`src/design/ats_pkg.sv`:
```
package ats_pkg;

  localparam int MaxEntries   = 4096;
  localparam int FractionBits = 20;
  localparam int RandFracW    = 20;
  localparam int IdxW         = $clog2(MaxEntries);
  localparam int CntW         = $clog2(MaxEntries + 1);
  localparam int EcW          = 13;
  localparam int TwW          = 32;
  localparam int WeightW      = 32;
  localparam int WordW        = 32;
  localparam int ProbW        = 32;
  localparam int ProdW        = WeightW + CntW;
  localparam int DvdW         = ProdW + FractionBits;
  localparam int DsrW         = 32;
  localparam int DivCntW      = $clog2(DvdW + 1);
  localparam int CmpW         = ProbW + RandFracW + FractionBits;

  typedef enum logic [1:0] {
    CMD_LOAD   = 2'd0,
    CMD_BUILD  = 2'd1,
    CMD_SAMPLE = 2'd2,
    CMD_NONE   = 2'd3
  } cmd_e;

  typedef enum logic [1:0] {
    ST_LOADED  = 2'd0,
    ST_BUILT   = 2'd1,
    ST_SAMPLED = 2'd2,
    ST_ERROR   = 2'd3
  } status_e;

  typedef enum logic [2:0] {
    RES_LOADED,
    RES_BUILT,
    RES_ERROR,
    RES_SLOT_REM,
    RES_SLOT_CMP
  } res_e;

  typedef struct packed {
    logic capture;
    logic clr_table;
    logic div_start;
    logic load_wr;
    logic b_rd_stacks;
    logic b_rd_pj;
    logic b_rd_pk;
    logic b_wr;
    logic s_rd;
    logic set_built;
    logic out_load;
    res_e res_sel;
  } ctrl_cmd_t;

  typedef struct packed {
    cmd_e cmd;
    logic w_zero;
    logic full;
    logic built;
    logic div_done;
    logic stacks_ready;
    logic slot_unloaded;
    logic out_busy;
  } dp_stat_t;

endpackage

```
`src/design/ats_ctrl.sv`:
```
module ats_ctrl (
  input  logic                clk_i,
  input  logic                rst_ni,
  input  logic                in_valid_i,
  output logic                in_ready_o,
  input  ats_pkg::dp_stat_t   stat_i,
  output ats_pkg::ctrl_cmd_t  cmd_o
);
  import ats_pkg::*;

  typedef enum logic [3:0] {
    S_IDLE,
    S_DECODE,
    S_LD_CHK,
    S_DIV_WAIT,
    S_LD_WR,
    S_S_CHK,
    S_B_CHK,
    S_B_RDJ,
    S_B_RDK,
    S_B_WR,
    S_OUT
  } state_e;

  state_e state_q, state_d;
  res_e   res_q, res_d;
  logic   in_ready;

  assign in_ready = (state_q == S_IDLE);

  always_comb begin
    state_d = state_q;
    res_d   = res_q;
    cmd_o   = '0;
    cmd_o.capture = in_valid_i && in_ready;
    case (state_q)
      S_IDLE: begin
        if (in_valid_i) state_d = S_DECODE;
      end
      S_DECODE: begin
        case (stat_i.cmd)
          CMD_LOAD: begin
            if (stat_i.w_zero) begin
              res_d   = RES_LOADED;
              state_d = S_OUT;
            end else begin
              cmd_o.clr_table = 1'b1;
              state_d         = S_LD_CHK;
            end
          end
          CMD_BUILD:  state_d = S_B_CHK;
          CMD_SAMPLE: begin
            if (!stat_i.built) begin
              res_d   = RES_ERROR;
              state_d = S_OUT;
            end else begin
              cmd_o.div_start = 1'b1;
              state_d         = S_DIV_WAIT;
            end
          end
          default: begin
            res_d   = RES_ERROR;
            state_d = S_OUT;
          end
        endcase
      end
      S_LD_CHK: begin
        if (stat_i.full) begin
          res_d   = RES_ERROR;
          state_d = S_OUT;
        end else begin
          cmd_o.div_start = 1'b1;
          state_d         = S_DIV_WAIT;
        end
      end
      S_DIV_WAIT: begin
        if (stat_i.div_done) state_d = (stat_i.cmd == CMD_LOAD) ? S_LD_WR : S_S_CHK;
      end
      S_LD_WR: begin
        cmd_o.load_wr = 1'b1;
        res_d         = RES_LOADED;
        state_d       = S_OUT;
      end
      S_S_CHK: begin
        if (stat_i.slot_unloaded) begin
          res_d = RES_SLOT_REM;
        end else begin
          cmd_o.s_rd = 1'b1;
          res_d      = RES_SLOT_CMP;
        end
        state_d = S_OUT;
      end
      S_B_CHK: begin
        if (stat_i.stacks_ready) begin
          cmd_o.b_rd_stacks = 1'b1;
          state_d           = S_B_RDJ;
        end else begin
          cmd_o.set_built = 1'b1;
          res_d           = RES_BUILT;
          state_d         = S_OUT;
        end
      end
      S_B_RDJ: begin
        cmd_o.b_rd_pj = 1'b1;
        state_d       = S_B_RDK;
      end
      S_B_RDK: begin
        cmd_o.b_rd_pk = 1'b1;
        state_d       = S_B_WR;
      end
      S_B_WR: begin
        cmd_o.b_wr = 1'b1;
        state_d    = S_B_CHK;
      end
      S_OUT: begin
        // hold until the output register is free
        if (!stat_i.out_busy) begin
          cmd_o.out_load = 1'b1;
          state_d        = S_IDLE;
        end
      end
      default: state_d = S_IDLE;
    endcase
    cmd_o.res_sel = res_q;
  end

  always_ff @(posedge clk_i or negedge rst_ni) begin
    if (!rst_ni) begin
      state_q <= S_IDLE;
      res_q   <= RES_ERROR;
    end else begin
      state_q <= state_d;
      res_q   <= res_d;
    end
  end

  assign in_ready_o = in_ready;

endmodule

```
`config.mk`:
```
export PLATFORM = sky130hd
export DESIGN_NAME = ats_ctrl
export DESIGN_NICKNAME = d
export VERILOG_FILES = /design/src/design/ats_pkg.sv /design/src/design/ats_ctrl.sv
export SDC_FILE = /design/constraint.sdc
export NUM_CORES = 1
export LEC_CHECK = 0
export BUFFER_PORTS_ARGS = -buffer_cell sky130_fd_sc_hd__buf_4
export CORE_MARGIN = 2
export CORE_UTILIZATION = 50
export DETAILED_ROUTE_END_ITERATION = 8
export GPL_ROUTABILITY_DRIVEN = 0
export GPL_TIMING_DRIVEN = 0
export MAX_ROUTING_LAYER = met4
export PLACE_DENSITY = 0.82
export SLEW_MARGIN = 20
export SYNTH_ARGS = -nofsm -noshare
export SYNTH_HDL_FRONTEND = slang
export SYNTH_SLANG_ARGS = --single-unit
```
`constraint.sdc`:
```
create_clock -name clk_i -period 2.45 [get_ports clk_i]
set_input_delay 0.245 -clock clk_i [delete_from_list [all_inputs] [get_ports clk_i]]
set_output_delay 0.245 -clock clk_i [all_outputs]
set_load 0.005 [all_outputs]
```
==> results.md <==
- Syn_nets: 94
- Power density over the cells: approximately 1000 mW/mm^2
- IO Port Bufs: 26
- Drt drc: 0
- Fmax: 0.569 GHz
- Area Growth Syn to Fin: 36.8%
- Clock Skews: 0.00103 ns
- Commonest cells after routing, fill and taps aside: buf_4 (26), a21oi_1 (7), buf_2 (6), nor2_1 (6), dfrtp_1 (6)
- Final hold viol count: 0
- Hpwl dp: between 1000 and 1500 um
- Ys Warns: 0
- Worst Hold Class: input port to flop
- Most common cell after layout, fill and taps aside: buf_4
- Routed WL: roughly 1700 um
- Layout cells sized above 1: 41.6%
- Worst hold path depth: 2
- Non-filler cells in the finished layout: about 130
- Critical Path RT: approximately 2.2 ns
- Die area: approximately 0.0017 sq mm
- GRT overflow: 0
- Sequential Power Share: 20.4%
- Endpoints failing setup: 0
- Ports: 27
- Tot Pwr: 975 uW
- Post-synthesis cell type count: 36
- Total clock sinks: 7
- Pint: 548 uW
- Largest net degree at the start of global routing: 11
- Via/cell ratio: 5.67
- CP Cell Sequence: buf_2 > nand2b_1 > nor3_2 > buf_4
- Worst IR Drop VDD: roughly 0.5 mV
- Leakage: roughly 0.00045 uW
- Mapped Cells: 82
- DRT antenna net count: 0
- Min Tclk post-route: around 1.8 ns
- Via count: 726
- Maximum clock path buffer count: 2
- Fill count: 113
- Status: completed
- CTS Root Cell: clkbuf_4
- Setup CP Type: flop to output port
- Number of antenna diodes: 0
- Worst slew margin: between 70% and 80%
- Core area: between 0.001 and 0.0015 sq mm
- Total CTS buffers: 3
- CP endpoint kind: output port
- Max-slew violations: 0
- First-pass GRT wire length: 2570 um
- Initial antenna violation count: 0
- Comb power frac: roughly 69%
- Worst path max stage delay: 0.46 ns
- Slew of the pin with the lowest slew margin: between 0.3 and 0.4 ns
- Post-synthesis sequential area ratio: 25.9%
- Gr usage total: around a quarter
- Vias in the first global route: approximately 610
- Net Sw Frac: 43.8%
- Reg2reg path depth: 6
- Post-Syn Area: approximately 680 sq um
- H-Tree Depth: 1
- Cell total after placement: ~120
- Clock Power Share: 10.3%
- Critical-path top delay cell: dfrtp_1
- TNS Setup: 0 ns
- Clk_lat worst skew: ~0.24 ns
- Die width: 40.9 um
- Starting Density: 53.0%
- Register-to-register setup slack: between 0.9 and 1 ns
- CTS tree: yes
- Net load switching power: 427 uW
- Period Utilization, post-route: 71.8%
- # Max-Cap Violations: 0
- Synthesized area per cell: a little over 8 sq um
- Critical path arrival: ~1.5 ns
- # nets final: 126
- Register bit total from synthesis: 7
- FP Rows: 13
- Die Y: about 41 um
- Crit Path Max Fanout: 10
- Clock-pin slew on the worst setup and hold paths: around 0.050 ns
- Average wire per standard cell: ~13 um
- DR iter-0 viols: 29
- Drt pass-1 iters: 6
- RSZ-0062 raised after global routing: no
- Critical path launch point type: flop
-- cells in the mapped netlist --
cell type  count  area [sq um]
dfrtp_1        6           150
o22ai_1        3          18.8
nand2b_1       2          12.5
a22oi_1        1          7.51
nand2b_4       3          41.3
a221o_1        1          10.0
dfstp_2        1          26.3
o211ai_1       1          7.51
a21oi_1        7          35.0
nor3_1         5          25.0
nand2_1        5          18.8
nor2_2         1          6.26
o32ai_4        1          27.5
nand2b_2       1          8.76
nor3b_1        1          7.51
nor4_1         1          6.26
buf_2          6          30.0
nor2b_1        5          31.3
o221a_2        1          11.3
and2_1         1          6.26
a2bb2oi_1      1          8.76
nor4b_1        1          8.76
nand3b_1       1          7.51
or3_1          1          6.26
mux2i_1        1          10.0
a21o_1         3          22.5
nor3_2         1          10.0
mux2_4         1          15.0
o221ai_2       1          15.0
a22o_1         1          8.76
nand3_1        1          5.00
nor2_1         6          22.5
inv_1          5          18.8
o21ai_0        3          15.0
nor4_2         1          12.5
a31oi_1        1          6.26
-- per-layer routing --
metal	up-vias	part of all wire, %	wire [um]	global-route usage, %
li1	360	-	-	-
met1	329	43	737	28.7
met2	35	49	850	40.6
met3	2	6.8	117	3.26
met4	0	1.1	19	10.8
met5	-	0	0	-
-- through the flow --
step,setup slack [ns],hold slack [ns],area (sq um),utilization (%)
2_1_floorplan,1.09,-0.0506,681,-
3_3_place_gp,0.960,0.0574,895,69.6
3_5_place_dp,0.941,0.0596,895,69.6
4_1_cts,0.699,0.208,931,72.4
5_1_grt,0.571,0.201,931,72.4
6_report,0.691,0.206,931,72.4
-- logic make-up (layout without fill, tap and decap cells) --
logic type             after synthesis  in the layout  share of synthesized area [%]
buffers and inverters               11             42                           7.17
and+or+nand+nor                     37             37                           34.7
DFF                                  7              7                           25.9
AOI/OAI and AO/OA                   25             25                           28.5
muxes                                2              2                           3.68
-- power groups by stage --
stage / Clock (uW) / Combinational (uW) / Sequential (uW)
after floorplan: 0 / 478 / 195
after global placement: 0 / 660 / 199
after detailed placement: 0 / 672 / 200
after CTS: 99.7 / 673 / 200
after global routing: 110 / 743 / 206
final: 100 / 675 / 199
-- worst paths after layout --
kind                                  from          to
worst max-delay path            state_q[2]    cmd_o[5]
worst min-delay path             stat_i[3]  state_q[0]
worst max register to register  state_q[1]    res_q[1]
worst min register to register    res_q[2]    res_q[2]
max in group asynchronous           rst_ni    res_q[1]
min in group asynchronous           rst_ni    res_q[2]
-- state kept, by name, indices dropped and copies added (netlist names) --
| register | cells |
|---|---|
| res_q | 3 |
| state_q | 4 |
-- layout make-up --
class                   count  area [sq um]  share of cell area, %
flip-flops and latches      7           176                   19.0
well taps                  15          18.8                   2.02
clock buffers               4          26.3                   2.82
inverters                   5          18.8                   2.02
repair buffers             27           205                   22.0
multi-input cells          64           455                   48.9
plain buffers               6          30.0                   3.23
-- worst max-delay path: cells and delay by family (launching register included) --
family / cells / cell delay, ns
flip-flops: 1 / 0.46
AND/OR/NAND/NOR: 2 / 0.42
buffers and inverters: 2 / 0.39
-- what timing repair did --
| item | in CTS | in global routing |
|---|---|---|
| hold endpoints to repair | 7 | 0 |
| hold buffers | 1 | 0 |
| gates resized for setup | 0 | 0 |
| buffers inserted | 0 | 0 |
| endpoints found under the setup margin | 0 | 0 |
No activity file was read; power rests on OpenSTA's default activity.
